### config.mk
export PLATFORM = sky130hd
export DESIGN_NAME = keyword_token_lexer_top
export DESIGN_NICKNAME = d
export VERILOG_FILES = /design/src/hw/rtl/kwl_pkg.sv /design/src/hw/rtl/kwl_classify.sv /design/src/hw/rtl/kwl_core.sv /design/src/hw/rtl/kwl_out_fifo.sv /design/src/hw/rtl/keyword_token_lexer_top.sv
export SDC_FILE = /design/constraint.sdc
export NUM_CORES = 1
export LEC_CHECK = 0
export ABC_AREA = 1
export BUFFER_PORTS_ARGS = -buffer_cell sky130_fd_sc_hd__clkbuf_2
export CORE_ASPECT_RATIO = 1.1
export CORE_UTILIZATION = 35
export CTS_BUF_LIST = sky130_fd_sc_hd__clkbuf_8 sky130_fd_sc_hd__clkbuf_16
export CTS_CLUSTER_DIAMETER = 200
export DETAILED_ROUTE_END_ITERATION = 16
export HOLD_SLACK_MARGIN = 0.08
export PLACE_DENSITY_LB_ADDON = 0.12
export SLEW_MARGIN = 20
export SYNTH_ARGS = -nofsm -noshare
export SYNTH_HDL_FRONTEND = slang
export SYNTH_SLANG_ARGS = --single-unit
### constraint.sdc
create_clock -name clk -period 10.7 [get_ports clk]
set_clock_uncertainty 0.2 [all_clocks]
set_input_delay 2.14 -clock clk [delete_from_list [all_inputs] [get_ports clk]]
set_output_delay 2.14 -clock clk [all_outputs]
set_load 0.03 [all_outputs]
### src/hw/rtl/kwl_pkg.sv
`timescale 1ns / 1ps

package kwl_pkg;

  localparam int KwCount = 7;

  // token kinds
  localparam logic [4:0] KIND_ILLEGAL   = 5'd0;
  localparam logic [4:0] KIND_EOF       = 5'd1;
  localparam logic [4:0] KIND_IDENT     = 5'd2;
  localparam logic [4:0] KIND_INT       = 5'd3;
  localparam logic [4:0] KIND_ASSIGN    = 5'd4;
  localparam logic [4:0] KIND_PLUS      = 5'd5;
  localparam logic [4:0] KIND_MINUS     = 5'd6;
  localparam logic [4:0] KIND_BANG      = 5'd7;
  localparam logic [4:0] KIND_ASTERISK  = 5'd8;
  localparam logic [4:0] KIND_SLASH     = 5'd9;
  localparam logic [4:0] KIND_LT        = 5'd10;
  localparam logic [4:0] KIND_GT        = 5'd11;
  localparam logic [4:0] KIND_EQ        = 5'd12;
  localparam logic [4:0] KIND_NOT_EQ    = 5'd13;
  localparam logic [4:0] KIND_COMMA     = 5'd14;
  localparam logic [4:0] KIND_SEMICOLON = 5'd15;
  localparam logic [4:0] KIND_LPAREN    = 5'd16;
  localparam logic [4:0] KIND_RPAREN    = 5'd17;
  localparam logic [4:0] KIND_LBRACE    = 5'd18;
  localparam logic [4:0] KIND_RBRACE    = 5'd19;
  localparam logic [4:0] KIND_KEYWORD0  = 5'd20;

  // pending token codes
  localparam logic [2:0] PEND_NONE   = 3'd0;
  localparam logic [2:0] PEND_IDENT  = 3'd1;
  localparam logic [2:0] PEND_INT    = 3'd2;
  localparam logic [2:0] PEND_ASSIGN = 3'd3;
  localparam logic [2:0] PEND_BANG   = 3'd4;

  localparam logic [6:0] ALL_KEYWORDS = 7'h7F;

  typedef struct packed {
    logic [4:0]  kind;
    logic [15:0] start;
    logic [15:0] length;
    logic        last;
  } tok_t;

  // up to two tokens produced by one source byte, first one first
  typedef struct packed {
    logic [1:0] count;
    tok_t       first;
    tok_t       second;
  } tok_pair_t;

  typedef struct packed {
    logic       is_zero;
    logic       is_blank;
    logic       is_alpha;
    logic       is_num;
    logic       is_eq;
    logic       is_bang;
    logic [4:0] punct;
  } char_class_t;

  function automatic logic [2:0] kw_len(input logic [2:0] k);
    logic [2:0] len;
    unique case (k)
      3'd0:    len = 3'd2;
      3'd1:    len = 3'd3;
      3'd2:    len = 3'd4;
      3'd3:    len = 3'd5;
      3'd4:    len = 3'd2;
      3'd5:    len = 3'd4;
      3'd6:    len = 3'd6;
      default: len = 3'd0;
    endcase
    return len;
  endfunction

  // character of keyword k at position pos, zero past its end
  function automatic logic [7:0] kw_char(input logic [2:0] k, input logic [2:0] pos);
    logic [47:0] txt;
    logic [47:0] sh;
    unique case (k)
      3'd0:    txt = {"fn", 32'h0};
      3'd1:    txt = {"let", 24'h0};
      3'd2:    txt = {"true", 16'h0};
      3'd3:    txt = {"false", 8'h0};
      3'd4:    txt = {"if", 32'h0};
      3'd5:    txt = {"else", 16'h0};
      3'd6:    txt = "return";
      default: txt = '0;
    endcase
    sh = txt << {pos, 3'b000};
    return sh[47:40];
  endfunction

  // drop every keyword without character c at position pos, all if pos_ok is low
  function automatic logic [6:0] kw_narrow(input logic [6:0] mask, input logic pos_ok,
                                           input logic [2:0] pos, input logic [7:0] c);
    logic [6:0] res;
    res = mask;
    for (int k = 0; k < KwCount; k++) begin
      if (!(pos_ok && (pos < kw_len(3'(k))) && (kw_char(3'(k), pos) == c))) begin
        res[k] = 1'b0;
      end
    end
    return res;
  endfunction

  // lowest-numbered surviving keyword of matching length, else identifier
  function automatic logic [4:0] ident_kind(input logic [6:0] mask, input logic len_ok,
                                            input logic [2:0] len3);
    logic [4:0] kind;
    kind = KIND_IDENT;
    for (int k = KwCount - 1; k >= 0; k--) begin
      if (mask[k] && len_ok && (len3 == kw_len(3'(k)))) begin
        kind = KIND_KEYWORD0 + 5'(k);
      end
    end
    return kind;
  endfunction

endpackage

### src/hw/rtl/kwl_classify.sv
`timescale 1ns / 1ps

module kwl_classify (
  input  logic [7:0]           c,
  output kwl_pkg::char_class_t cls
);

  logic [4:0] punct;

  always_comb begin
    unique case (c)
      "+":     punct = kwl_pkg::KIND_PLUS;
      "-":     punct = kwl_pkg::KIND_MINUS;
      "*":     punct = kwl_pkg::KIND_ASTERISK;
      "/":     punct = kwl_pkg::KIND_SLASH;
      "<":     punct = kwl_pkg::KIND_LT;
      ">":     punct = kwl_pkg::KIND_GT;
      ",":     punct = kwl_pkg::KIND_COMMA;
      ";":     punct = kwl_pkg::KIND_SEMICOLON;
      "(":     punct = kwl_pkg::KIND_LPAREN;
      ")":     punct = kwl_pkg::KIND_RPAREN;
      "{":     punct = kwl_pkg::KIND_LBRACE;
      "}":     punct = kwl_pkg::KIND_RBRACE;
      default: punct = kwl_pkg::KIND_ILLEGAL;
    endcase
  end

  always_comb begin
    cls.is_zero  = (c == 8'h00);
    cls.is_blank = (c == " ") || (c == "\t") || (c == "\n") || (c == "\r");
    cls.is_alpha = ((c >= "a") && (c <= "z")) || ((c >= "A") && (c <= "Z")) || (c == "_");
    cls.is_num   = (c >= "0") && (c <= "9");
    cls.is_eq    = (c == "=");
    cls.is_bang  = (c == "!");
    cls.punct    = punct;
  end

endmodule

### src/hw/rtl/kwl_core.sv
`timescale 1ns / 1ps

module kwl_core #(
  parameter int OFFSET_WIDTH = 16
) (
  input  logic                   clk,
  input  logic                   rst,
  input  logic                   fire,
  input  logic [7:0]             c,
  input  kwl_pkg::char_class_t   cls,
  output kwl_pkg::tok_pair_t     pair
);

  logic [2:0]              pending_kind, pending_kind_next;
  logic [OFFSET_WIDTH-1:0] pending_start, pending_start_next;
  logic [OFFSET_WIDTH-1:0] pending_length, pending_length_next;
  logic [6:0]              keyword_candidates, keyword_candidates_next;
  logic [OFFSET_WIDTH-1:0] text_offset, text_offset_next;

  logic                    flush_valid, new_valid;
  kwl_pkg::tok_t           flush_tok, new_tok;
  logic [OFFSET_WIDTH-1:0] offset_inc, length_inc;
  logic                    pos_ok, len_ok;

  function automatic logic [OFFSET_WIDTH-1:0] sat_inc(input logic [OFFSET_WIDTH-1:0] v);
    return (&v) ? v : v + OFFSET_WIDTH'(1);
  endfunction

  function automatic logic [15:0] lo16(input logic [OFFSET_WIDTH-1:0] v);
    logic [31:0] w;
    w = 32'(v);
    return w[15:0];
  endfunction

  assign offset_inc = sat_inc(text_offset);
  assign length_inc = sat_inc(pending_length);
  assign pos_ok     = pending_length < OFFSET_WIDTH'(6);
  assign len_ok     = pending_length < OFFSET_WIDTH'(7);

  always_comb begin
    pending_kind_next       = pending_kind;
    pending_start_next      = pending_start;
    pending_length_next     = pending_length;
    keyword_candidates_next = keyword_candidates;
    text_offset_next        = text_offset;
    flush_valid             = 1'b0;
    flush_tok               = '0;
    new_valid               = 1'b0;
    new_tok                 = '0;

    if (fire) begin
      if ((pending_kind == kwl_pkg::PEND_IDENT) && cls.is_alpha) begin
        keyword_candidates_next = kwl_pkg::kw_narrow(keyword_candidates, pos_ok,
                                                     pending_length[2:0], c);
        pending_length_next     = length_inc;
        text_offset_next        = offset_inc;
      end else if ((pending_kind == kwl_pkg::PEND_INT) && cls.is_num) begin
        pending_length_next = length_inc;
        text_offset_next    = offset_inc;
      end else if (((pending_kind == kwl_pkg::PEND_ASSIGN) ||
                    (pending_kind == kwl_pkg::PEND_BANG)) && cls.is_eq) begin
        flush_valid         = 1'b1;
        flush_tok.kind      = (pending_kind == kwl_pkg::PEND_ASSIGN) ?
                              kwl_pkg::KIND_EQ : kwl_pkg::KIND_NOT_EQ;
        flush_tok.start     = lo16(pending_start);
        flush_tok.length    = 16'd2;
        pending_kind_next   = kwl_pkg::PEND_NONE;
        pending_length_next = '0;
        text_offset_next    = offset_inc;
      end else begin
        // the byte ends whatever is pending
        unique case (pending_kind)
          kwl_pkg::PEND_ASSIGN: begin
            flush_valid      = 1'b1;
            flush_tok.kind   = kwl_pkg::KIND_ASSIGN;
            flush_tok.length = 16'd1;
          end
          kwl_pkg::PEND_BANG: begin
            flush_valid      = 1'b1;
            flush_tok.kind   = kwl_pkg::KIND_BANG;
            flush_tok.length = 16'd1;
          end
          kwl_pkg::PEND_IDENT: begin
            flush_valid      = 1'b1;
            flush_tok.kind   = kwl_pkg::ident_kind(keyword_candidates, len_ok,
                                                   pending_length[2:0]);
            flush_tok.length = lo16(pending_length);
          end
          kwl_pkg::PEND_INT: begin
            flush_valid      = 1'b1;
            flush_tok.kind   = kwl_pkg::KIND_INT;
            flush_tok.length = lo16(pending_length);
          end
          default: flush_valid = 1'b0;
        endcase
        flush_tok.start         = lo16(pending_start);
        pending_kind_next       = kwl_pkg::PEND_NONE;
        pending_length_next     = '0;
        keyword_candidates_next = kwl_pkg::ALL_KEYWORDS;

        if (cls.is_zero) begin
          new_valid          = 1'b1;
          new_tok.kind       = kwl_pkg::KIND_EOF;
          new_tok.start      = lo16(text_offset);
          new_tok.length     = 16'd0;
          pending_start_next = '0;
          text_offset_next   = '0;
        end else begin
          if (cls.is_blank) begin
            // skipped
          end else if (cls.is_alpha) begin
            pending_kind_next       = kwl_pkg::PEND_IDENT;
            pending_start_next      = text_offset;
            pending_length_next     = OFFSET_WIDTH'(1);
            keyword_candidates_next = kwl_pkg::kw_narrow(kwl_pkg::ALL_KEYWORDS, 1'b1,
                                                         3'd0, c);
          end else if (cls.is_num) begin
            pending_kind_next   = kwl_pkg::PEND_INT;
            pending_start_next  = text_offset;
            pending_length_next = OFFSET_WIDTH'(1);
          end else if (cls.is_eq) begin
            pending_kind_next   = kwl_pkg::PEND_ASSIGN;
            pending_start_next  = text_offset;
            pending_length_next = OFFSET_WIDTH'(1);
          end else if (cls.is_bang) begin
            pending_kind_next   = kwl_pkg::PEND_BANG;
            pending_start_next  = text_offset;
            pending_length_next = OFFSET_WIDTH'(1);
          end else begin
            new_valid      = 1'b1;
            new_tok.kind   = cls.punct;
            new_tok.start  = lo16(text_offset);
            new_tok.length = 16'd1;
          end
          text_offset_next = offset_inc;
        end
      end
    end
  end

  // compact into first/second, mark the final token of the byte
  always_comb begin
    pair.count       = {1'b0, flush_valid} + {1'b0, new_valid};
    pair.first       = flush_valid ? flush_tok : new_tok;
    pair.first.last  = !(flush_valid && new_valid);
    pair.second      = new_tok;
    pair.second.last = 1'b1;
  end

  always_ff @(posedge clk) begin
    if (rst) begin
      pending_kind       <= kwl_pkg::PEND_NONE;
      pending_start      <= '0;
      pending_length     <= '0;
      keyword_candidates <= kwl_pkg::ALL_KEYWORDS;
      text_offset        <= '0;
    end else begin
      pending_kind       <= pending_kind_next;
      pending_start      <= pending_start_next;
      pending_length     <= pending_length_next;
      keyword_candidates <= keyword_candidates_next;
      text_offset        <= text_offset_next;
    end
  end

endmodule

### src/hw/rtl/kwl_out_fifo.sv
`timescale 1ns / 1ps

module kwl_out_fifo (
  input  logic               clk,
  input  logic               rst,
  input  kwl_pkg::tok_pair_t pair,
  input  logic               pop_ready,
  output logic               pop_valid,
  output kwl_pkg::tok_t      head,
  output logic               room
);

  localparam int Depth = 4;

  kwl_pkg::tok_t mem [Depth];
  logic [1:0] wr_ptr, rd_ptr;
  logic [2:0] count;
  logic       pop;

  assign pop_valid = (count != 3'd0);
  assign pop       = pop_valid && pop_ready;
  assign head      = mem[rd_ptr];
  // space for the worst case of two tokens from one byte
  assign room      = (count <= 3'(Depth - 2));

  always_ff @(posedge clk) begin
    if (pair.count != 2'd0) begin
      mem[wr_ptr] <= pair.first;
    end
    if (pair.count == 2'd2) begin
      mem[wr_ptr + 2'd1] <= pair.second;
    end
  end

  always_ff @(posedge clk) begin
    if (rst) begin
      wr_ptr <= '0;
      rd_ptr <= '0;
      count  <= '0;
    end else begin
      wr_ptr <= wr_ptr + pair.count;
      rd_ptr <= rd_ptr + {1'b0, pop};
      count  <= count + {1'b0, pair.count} - {2'b00, pop};
    end
  end

endmodule

### src/hw/rtl/keyword_token_lexer_top.sv
`timescale 1ns / 1ps
// Streaming lexer: one program-text byte per source transaction, tokens out
// as (token_kind, token_start, token_length, last_of_run) per token transaction.
// Source channel: source_valid/source_ready with source_byte; a zero byte
// ends the text, flushes any pending token, emits eof and restarts at offset 0.
// Token channel: token_valid/token_ready. A byte causes zero, one or two
// tokens; last_of_run marks the final token caused by that byte.
// A token is registered into the result queue when the byte that completes it
// is accepted. Identifiers, integers, '=' and '!' wait for the next byte.
// Throughput: one byte per cycle while source_ready is high. The lexer state
// is registered and tokens go into a four-entry result queue; source_ready is
// high while the queue has at least two free entries, so bytes that yield two
// tokens can hold the source off when the token side drains one per cycle.
// Stall: when token_ready is low the queue fills and source_ready drops;
// no token is lost or repeated.
// Reset (rst, synchronous): queue empty, no token pending, offset zero.
// OFFSET_WIDTH sets the internal offset/length counters, which saturate;
// the ports carry their low 16 bits.

module keyword_token_lexer_top #(
  parameter int OFFSET_WIDTH = 16
) (
  input  logic        clk,
  input  logic        rst,
  input  logic        source_valid,
  output logic        source_ready,
  input  logic [7:0]  source_byte,
  output logic        token_valid,
  input  logic        token_ready,
  output logic [4:0]  token_kind,
  output logic [15:0] token_start,
  output logic [15:0] token_length,
  output logic        last_of_run
);

  kwl_pkg::char_class_t cls;
  kwl_pkg::tok_pair_t   pair;
  kwl_pkg::tok_t        head;
  logic                 room;
  logic                 fire;

  assign source_ready = room;
  assign fire         = source_valid && room;

  // byte classification
  kwl_classify u_classify (
    .c   (source_byte),
    .cls (cls)
  );

  // lexer state and token generation
  kwl_core #(
    .OFFSET_WIDTH (OFFSET_WIDTH)
  ) u_core (
    .clk  (clk),
    .rst  (rst),
    .fire (fire),
    .c    (source_byte),
    .cls  (cls),
    .pair (pair)
  );

  // result queue decouples the token receiver
  kwl_out_fifo u_fifo (
    .clk       (clk),
    .rst       (rst),
    .pair      (pair),
    .pop_ready (token_ready),
    .pop_valid (token_valid),
    .head      (head),
    .room      (room)
  );

  assign token_kind   = head.kind;
  assign token_start  = head.start;
  assign token_length = head.length;
  assign last_of_run  = head.last;

  // end of text always produces at least the eof token
  a_eof_emits: assert property (@(posedge clk) disable iff (rst)
    (source_valid && source_ready && (source_byte == 8'h00)) |=> token_valid)
    else $error("zero byte accepted without a token");

  // an empty queue must be able to take a byte
  a_empty_ready: assert property (@(posedge clk) disable iff (rst)
    !token_valid |-> source_ready)
    else $error("source stalled with empty token queue");

  // nothing presented right after reset
  a_reset_empty: assert property (@(posedge clk)
    rst |=> !token_valid)
    else $error("token presented after reset");

  // eof tokens carry no characters
  a_eof_len: assert property (@(posedge clk) disable iff (rst)
    (token_valid && (token_kind == kwl_pkg::KIND_EOF)) |-> (token_length == 16'd0))
    else $error("eof token with nonzero length");

endmodule
# Yosys cells after proc, flatten, opt, wreduce, memory -nomap -nowiden
# Memories as Yosys holds them, arrays and structs flattened. A register that Yosys moved wholly into a read port is not among the register bits.
# Cells that the tools add are included.
# Widths: inputs -> output; s select.
[totals]
register_bits = 65
ramBits = 152
in_bits = 12
out_inout_bits = 40
elab_cells = 399
memories = 1
[memory_table]
columns = ["name", "depth", "word_bits", "rd", "rd_clocked_by_memory_dff", "wr", "line", "source"]
rows = [
  ["u_fifo.mem", 4, 38, 1, 1, 2, "kwl_out_fifo.sv:15", "kwl_pkg::tok_t mem [Depth];"],
]
[op_classes]
add_sub_neg = 8
order_cmp = 19
n_eq_ne = 53
n_shift = 7
mux = 227
bitwise = 3
reduce_logical = 67
[ops]
columns = ["op", "n"]
rows = [
  ["$mux 48", 63],
  ["$mux 37", 14],
  ["$shl 48x6->48", 7],
  ["$mux 16", 20],
  ["$mux 3", 77],
  ["$eq 8x8->1", 14],
  ["$eq 8x6->1 const B", 13],
  ["$pmux 5 s12", 1],
  ["$logic_and 1x1->1", 42],
  ["$mux 7", 6],
  ["$mux 38", 1],
  ["$mux 1", 35],
  ["$mux 5", 7],
  ["$add 16x1->16 const B", 2],
  ["$eq 8x7->1 const B", 4],
  ["$lt 16x3->1 const B", 2],
  ["$pmux 16 s2", 1],
  ["$reduce_and 16->1", 2],
  ["$reduce_and 4->1", 7],
  ["$pmux 5 s4", 1],
  ["$eq 8x4->1 const B", 2],
  ["$ge 8x7->1 const B", 2],
  ["$le 8x7->1 const B", 2],
  ["$eq 3x3->1", 5],
  ["29 further kinds", 54],
]

# Depth between registers and ports, before layout
# Gate-level depths: netlist (run 1).
[logic_depth]
word_depth = 22
ltp_mapped = 21
mapped_depth_nobuf = 18

# Modules after synthesis
# A second synthesis (run 1) with hierarchy kept.
[unflattened]
cells_unflattened = 1729
area_unflattened_um2 = 13017.5
[modules_own_cells]
columns = ["mod", "instances", "cells_per_inst", "area_each_um2", "seq_area_each_um2"]
rows = [
  ["kwl_out_fifo", 1, 801, 7785.0, 4704.5],
  ["kwl_core", 1, 846, 4862.2, 1161.1],
  ["kwl_classify", 1, 80, 362.8, 0.0],
  ["keyword_token_lexer_top", 1, 2, 7.5, 0.0],
]

# Worst setup path after synthesis (run 1)
# No wires, ideal clock.
[synth_path]
path_kind = "input -> register"
start = "in source_byte[0]"
end = "mem u_fifo.mem[3][10] (netlist bit)"
setup_ps = 130
arrival_time_ps = 5171
required_ps = 10370
slack_ps = 5200
stages = 17
path_buffers = 4
cell_sequence = "buf_4 nor2_2 nand3_1 nand2_1 inv_2 nand3_2 nand3_1 buf_2 buf_4 ha_1 nor3_1 inv_1 nand2_1 inv_1 clkbuf_1 nand2_1 o21ai_0"
[synth_lines]
columns = ["item", "line", "source"]
rows = [
  ["start: declaration", "keyword_token_lexer_top.sv:27", "input logic [7:0] source_byte,"],
  ["end: declaration", "kwl_out_fifo.sv:15", ""],
]

==> results.sh, run 1 <==
export IMPL_remaining_drc_errors=0
export IMPL_die_area_mm2=0.03510
export IMPL_fin_hold_ws_ns=0.2462
export IMPL_synth_top_cells_by_area="sky130_fd_sc_hd__edfxtp_1 (22%), sky130_fd_sc_hd__dfxtp_1 (21%), sky130_fd_sc_hd__nand2_1 (16%)"
export IMPL_power_density_mw_per_mm2=199.3
export IMPL_finalSetupViolCount=0
export IMPL_synth_edf_count=88
export IMPL_maxClockFrequency_ghz=0.1714
export IMPL_timing_critical_path_arrival_ns=6.01
export IMPL_fillCellCount=3599
export IMPL_wire_length_after_detailed_routing_mm=37.89
export IMPL_grt_first_pass_wirelength_mm=60.96
export IMPL_worstSetupStartpointType="input pin"
export IMPL_worstHoldPathType="register to register"
export IMPL_firstDrtPassIters=5
export IMPL_setup_tns_final_ns=0
export IMPL_via_per_inst=5.225
export IMPL_yosysTopAreaCell="sky130_fd_sc_hd__edfxtp_1"
export IMPL_n_antenna_cell=0
export IMPL_numPortBuffers=51
export IMPL_timing_critical_path_slowest_stage_cell="sky130_fd_sc_hd__nand2_2"
export IMPL_synth_cells=1721
export IMPL_antenna_found_initial=0
export IMPL_cts_max_path_buffers=3
export IMPL_path_buf_inv=4
export IMPL_worstSkewPairLatency_ns=0.51
export IMPL_placeableCoreArea_mm2=0.03354
export IMPL_die_extent_in_x_um=178.7
export IMPL_top_level_ports=52
export IMPL_relSlewSlack=0.3845
export IMPL_synth_most_common_cell="sky130_fd_sc_hd__nand2_1"
export IMPL_postCtsHoldBufs=0
export IMPL_clock_sinks=217
export IMPL_worst_pin_slew_ns=0.9211
export IMPL_ys_seq_elements=217
export IMPL_critical_path_endpoint_type="register"
export IMPL_detailroute_via_count=11450
export IMPL_ctsHtreeMaxLevel=1
export IMPL_chipHeight_um=196.4
export IMPL_initial_core_util=0.3584
export IMPL_worst_path_largest_cell_delay_ns=0.58
export IMPL_grt_overflow_total=0
export IMPL_place_detailed_instances=2147
export IMPL_drt_iter0_drc=919
export IMPL_cp_common_cell="sky130_fd_sc_hd__nand2_1"
export IMPL_critPathMaxFanout=24
export IMPL_wl_per_cell_um=17.29
export IMPL_yosys_top_cells_count="sky130_fd_sc_hd__nand2_1 (510), sky130_fd_sc_hd__nor2_1 (215), sky130_fd_sc_hd__nand3_1 (170)"
export IMPL_finalHoldViolations=0
export IMPL_globalRouteTotalUtil=0.2205
export IMPL_setup_repair_after_global_routing_missed_its_margin="no"
export IMPL_cts_root_buf="sky130_fd_sc_hd__clkbuf_16"
export IMPL_postCtsSetupRepairBufs=0
export IMPL_status="finished clean"
export IMPL_fraction_of_final_layout_cells_with_drive_strength_greater_than_1=0.08977
export IMPL_area_growth_syn_to_layout_pct=11.94
export IMPL_async_flop_share=0
export IMPL_gp_congestion=0.8775
export IMPL_numCtsBuffers=25
export IMPL_synth_ff_type="sky130_fd_sc_hd__dfxtp_1"
export IMPL_worstHoldStart="u_core.keyword_candidates[2]$_SDFFE_PP1P_"
export IMPL_tritoncts="yes"
export IMPL_ys_types=41
export IMPL_hpwlAfterDp_mm=26.10
export IMPL_largest_net_degree_at_the_start_of_global_routing=79
export IMPL_final_setup_worst_slack_ns=4.865
export IMPL_yosysTopAreaCellShare=0.2198
export IMPL_critPathTopFamily="simple AND/OR/NAND/NOR gates"
export IMPL_route_antenna_remaining_nets=0
export IMPL_synth_area_mm2=0.01202
export IMPL_vdd_drop_max_v=0.00009376
export IMPL_ctsResizeCount=0
export IMPL_synthesis_nets=1750
export IMPL_post_place_ws_ns=4.348
export IMPL_criticalPathCategory="input pin to register"
export IMPL_slew_viol_final=0
export IMPL_cts_reportedPaths_clkPinSlew_ns=0.06
export IMPL_finalCritPeriodShare=0.5453
export IMPL_std_cell_rows=70
export IMPL_final_instance_count_without_filler_cells=2192
export IMPL_cp_required_ns=10.87
export IMPL_utilization=0.4012
export IMPL_number_of_global_route_vias_before_repair=10660
export IMPL_r2r_start="u_fifo.count[1]$_SDFF_PP0_"
export IMPL_series_of_cell_instances_along_the_critical_path="clkbuf_2 -> nand2_1 -> nand2_1 -> nand3_1 -> nand2_1 -> nand2_2 -> nor2_4 -> nand2_1 -> ha_1 -> nor3_2 -> buf_4 -> inv_1 -> nand2_2 -> inv_1 -> nand2_1 -> o21ai_0"
export IMPL_nets=1771
export IMPL_sequential_cell_area_fraction_in_the_yosys_report=0.4346
export IMPL_syn_avg_cell_area_um2=6.986
export IMPL_yosysWarnings=0
export IMPL_layout_min_cycle_time_ns=5.835
export IMPL_drv_cap=0
export IMPL_cellLeakagePower_nw=5.703
export IMPL_crit_path_start="source_byte[3]"
==> power by group <==
part	internal (mW)	leakage, nW	switching [mW]
clock	0.494	0.408	0.341
combinational	0.220	3.45	0.660
sequential	0.928	1.84	0.0394
total	1.64	5.70	1.04
==> path summary, 6_finish.rpt <==
kind,to,slack (ns),cells past startpoint
setup / recovery,u_fifo.mem[3][8]$_SDFFE_PP0P_,4.87,16
hold / removal,u_core.keyword_candidates[2]$_SDFFE_PP1P_,0.25,2
setup reg to reg,u_fifo.mem[3][8]$_SDFFE_PP0P_,6.13,14
hold reg to reg,u_core.keyword_candidates[2]$_SDFFE_PP1P_,0.25,2
==> tightest hold or removal path, delay by kind of cell (launching register included) <==
kind             cells  cell delay [ns]
AND/OR/NAND/NOR      2             0.10
flip-flops           1             0.31
==> registers in the layout, summed over array words and instances (netlist names) <==
register and cells:
u_core.pending_start 16, u_core.keyword_candidates 7, u_core.pending_kind 3, u_core.text_offset 16
u_fifo.count 3, u_fifo.wr_ptr 2, u_core.pending_length 16, u_fifo.rd_ptr 2
u_fifo.mem 152
==> cells by family after synthesis <==
kind of cell / after synthesis / synth area share
compound gates: 282 / 0.1248
buf+inv: 209 / 0.06900
simple gates: 976 / 0.3387
xor+xnor: 20 / 0.01457
flops: 217 / 0.4346
fa+ha+maj: 17 / 0.01832
==> through the flow <==
| stage | cell area, µm² | power (mW) |
|---|---|---|
| after floorplan | 12020 | 1.593 |
| after global placement | 12650 | 1.869 |
| after detailed placement | 12650 | 1.868 |
| after CTS | 13460 | 2.709 |
| after global routing | 13460 | 2.838 |
| final | 13460 | 2.682 |
==> routing by layer <==
layer | track usage | share of wire | routed length (µm)
met5 | 0 | 0 | 0
met2 | 0.3296 | 0.43 | 16250
met3 | 0.02932 | 0.063 | 2373
met1 | 0.3348 | 0.49 | 18700
met4 | 0.04677 | 0.015 | 571
==> final cells by class <==
class / count / area, µm² / area share
Sequential cell: 217 / 5226 / 0.3883
Inverter: 136 / 510.5 / 0.03793
Multi-Input combinational cell: 1295 / 6001 / 0.4459
Clock buffer: 28 / 666.9 / 0.04955
Timing Repair Buffer: 67 / 375.4 / 0.02789
Clock inverter: 17 / 137.6 / 0.01023
Tap cell: 432 / 540.5 / 0.04016
==> cells in the final DEF, fill, tap and decap left out, drive strengths merged <==
cell,netlist,routed
edfxtp,88,88
nor3b,1,1
nand4,12,12
o211ai,4,4
xnor2,2,2
clkinvlp,0,3
inv,129,134
clkbuf,54,79
nand2,514,514
nor3,29,29
and2,1,1
o21bai,1,1
nand3,172,172
clkinv,7,14
ha,16,16
bufinv,0,2
a21oi,60,60
o22ai,43,43
or3,1,1
fa,1,1
xor2,18,18
o21ai,169,169
a211oi,2,2
nand3b,5,5
buf,19,16
a31oi,1,1
o21a,1,1
dfxtp,129,129
nor2,221,221
a21boi,1,1
or2,20,20
No activity file was read; power rests on OpenSTA's default activity.
==> inputs of run 2 (changes only) <==
Clock period 10.7 ns to 4.7 ns, I/O delays scaled along.
==> results.sh, run 2 (synthesis gave the netlist of run 1 again) <==
export IMPL_status="finished clean"
export IMPL_hpwlAfterDp_mm=25.42
export IMPL_slew_viol_final=0
export IMPL_initial_core_util=0.3584
export IMPL_place_detailed_instances=2160
export IMPL_largest_reg_flops=152
export IMPL_firstDrtPassIters=5
export IMPL_grt_first_pass_wirelength_mm=59.27
export IMPL_die_extent_in_x_um=178.7
export IMPL_fraction_of_final_layout_cells_with_drive_strength_greater_than_1=0.09594
export IMPL_layout_min_cycle_time_ns=3.565
export IMPL_setup_reg_to_reg_worst_slack_ns=1.26
export IMPL_ff2ff_path_depth=15
export IMPL_postCtsSetupRepairBufs=0
export IMPL_grt_busiest_layer="met2"
export IMPL_chipHeight_um=196.4
export IMPL_worstHoldPathType="register to register"
export IMPL_gp_congestion=0.8600
export IMPL_critPathTopFamily="simple AND/OR/NAND/NOR gates"
export IMPL_die_area_mm2=0.03510
export IMPL_via_per_inst=5.099
export IMPL_route_antenna_remaining_nets=0
export IMPL_final_instance_count_without_filler_cells=2204
export IMPL_grtUsageMet2=0.3570
export IMPL_numPortBuffers=51
export IMPL_globalRouteTotalUtil=0.2156
export IMPL_critical_path_endpoint_type="register"
export IMPL_layout_commonest_cell="sky130_fd_sc_hd__nand2_1"
export IMPL_ctsResizeCount=0
export IMPL_worstSetupStartpointType="input pin"
export IMPL_placeableCoreArea_mm2=0.03354
export IMPL_path_buf_inv=5
export IMPL_vdd_drop_max_v=0.0002094
export IMPL_remaining_drc_errors=0
export IMPL_largest_net_degree_at_the_start_of_global_routing=78
export IMPL_hold_path_end="u_core.keyword_candidates[5]$_SDFFE_PP1P_"
export IMPL_cp_required_ns=4.90
export IMPL_std_cell_rows=70
export IMPL_cts_root_buf="sky130_fd_sc_hd__clkbuf_16"
export IMPL_drv_cap=0
export IMPL_r2r_start="u_core.pending_kind[2]$_SDFFE_PP0P_"
export IMPL_series_of_cell_instances_along_the_critical_path="clkbuf_2 -> inv_2 -> nor2_1 -> nand2_1 -> nor2_1 -> nor2_1 -> nand2_2 -> nor2_4 -> nand2_1 -> inv_1 -> ha_1 -> inv_1 -> ha_1 -> inv_1 -> fa_1 -> xor2_1 -> o21ai_0 -> a21oi_1"
export IMPL_worst_pin_slew_ns=1.011
export IMPL_numCtsBuffers=25
export IMPL_antenna_found_initial=0
export IMPL_nets=1784
export IMPL_combined_area_of_the_multi_input_logic_cells_mm2=0.005998
export IMPL_worstHoldStart="u_core.keyword_candidates[5]$_SDFFE_PP1P_"
export IMPL_finalCritPeriodShare=0.7584
export IMPL_register_with_the_most_flip_flops="u_fifo.mem"
export IMPL_relSlewSlack=0.3252
export IMPL_top_level_ports=52
export IMPL_number_of_global_route_vias_before_repair=10910
export IMPL_finalHoldViolations=0
export IMPL_setup_tns_final_ns=0
export IMPL_maxClockFrequency_ghz=0.2805
export IMPL_global_route_usage_met3=0.02392
export IMPL_worstSkewPairLatency_ns=0.52
export IMPL_wl_per_cell_um=16.80
export IMPL_power_density_mw_per_mm2=449.3
export IMPL_ctsHtreeMaxLevel=1
export IMPL_area_sequential_mm2=0.005226
export IMPL_grt_use_met1=0.2920
export IMPL_criticalPathCategory="input pin to register"
export IMPL_cts_reportedPaths_clkPinSlew_ns=0.06
export IMPL_most_common_layout_cells="sky130_fd_sc_hd__nand2_1 (510), sky130_fd_sc_hd__nor2_1 (215), sky130_fd_sc_hd__nand3_1 (170), sky130_fd_sc_hd__o21ai_0 (154), sky130_fd_sc_hd__dfxtp_1 (128)"
export IMPL_hold_depth=2
export IMPL_cellLeakagePower_nw=5.764
export IMPL_detailroute_via_count=11240
export IMPL_wire_length_after_detailed_routing_mm=37.03
export IMPL_setup_repair_after_global_routing_missed_its_margin="no"
export IMPL_finalSetupViolCount=0
export IMPL_timing_critical_path_slowest_stage_cell="sky130_fd_sc_hd__fa_1"
export IMPL_worst_path_largest_cell_delay_ns=0.42
export IMPL_postCtsHoldBufs=0
export IMPL_n_antenna_cell=0
export IMPL_cts_max_path_buffers=3
export IMPL_tritoncts="yes"
export IMPL_fillCellCount=3495
export IMPL_timing_critical_path_arrival_ns=3.77
export IMPL_grt_overflow_total=0
export IMPL_timing_rr_end="u_fifo.count[2]$_SDFF_PP0_"
export IMPL_critPathMaxFanout=11
export IMPL_utilization=0.4038
export IMPL_drt_iter0_drc=848
export IMPL_area_growth_syn_to_layout_pct=12.67
export IMPL_clock_sinks=217
run 2: worst max path at each step:
stage                                            from                             end  slack (ns)  cells past startpoint
final                                  source_byte[0]      u_fifo.count[2]$_SDFF_PP0_        1.14                     18
after global routing                   source_byte[1]   u_fifo.mem[2][6]$_SDFFE_PP0P_        0.80                     16
after CTS                 u_fifo.rd_ptr[1]$_SDFF_PP0_                   token_kind[3]        1.08                      5
after detailed placement               source_byte[3]   u_fifo.mem[1][6]$_SDFFE_PP0P_        0.56                     16
after global placement                 source_byte[3]      u_fifo.count[2]$_SDFF_PP0_        0.68                     17
after floorplan                        source_byte[0]  u_fifo.mem[3][10]$_SDFFE_PP0P_        0.40                     17
run 2: final cells by class:
type | count | area share
well taps | 432 | 0.03990
flip-flops and latches | 217 | 0.3858
multi-input cells | 1295 | 0.4428
clock buffers | 26 | 0.04720
inverters | 136 | 0.03769
repair buffers | 80 | 0.03492
clock inverters | 18 | 0.01164
run 2: per-stage QoR:
step	hold slack (ns)	power (mW)	instance area, µm²	setup WS [ns]
after floorplan	0.2182	3.627	12020	0.3997
after global placement	0.2337	4.270	12750	0.6811
after detailed placement	0.2332	4.268	12750	0.5609
after CTS	0.2466	6.163	13550	1.085
after global routing	0.2722	6.433	13550	0.8029
final	0.2459	6.086	13550	1.135
run 2: routing by layer:
layer  up-vias  wire, µm
li1       5759         -
met3        68      1743
met5         -         0
met2       301     17000
met4         0       894
met1      5110     17390
run 2: tightest hold or removal path, cell delays in order, from the launching register on:
cell,delay (ns)
sky130_fd_sc_hd__dfxtp_1,0.31
sky130_fd_sc_hd__nand2_1,0.06
sky130_fd_sc_hd__nand2_1,0.04
run 2: power by group:
group          leakage (nW)  switching, mW  total [mW]  internal [mW]
Clock                 0.407          0.779        1.88           1.10
Combinational          3.51           1.49        2.02          0.522
Sequential             1.84         0.0775        2.19           2.11
Total                  5.76           2.35        6.09           3.73
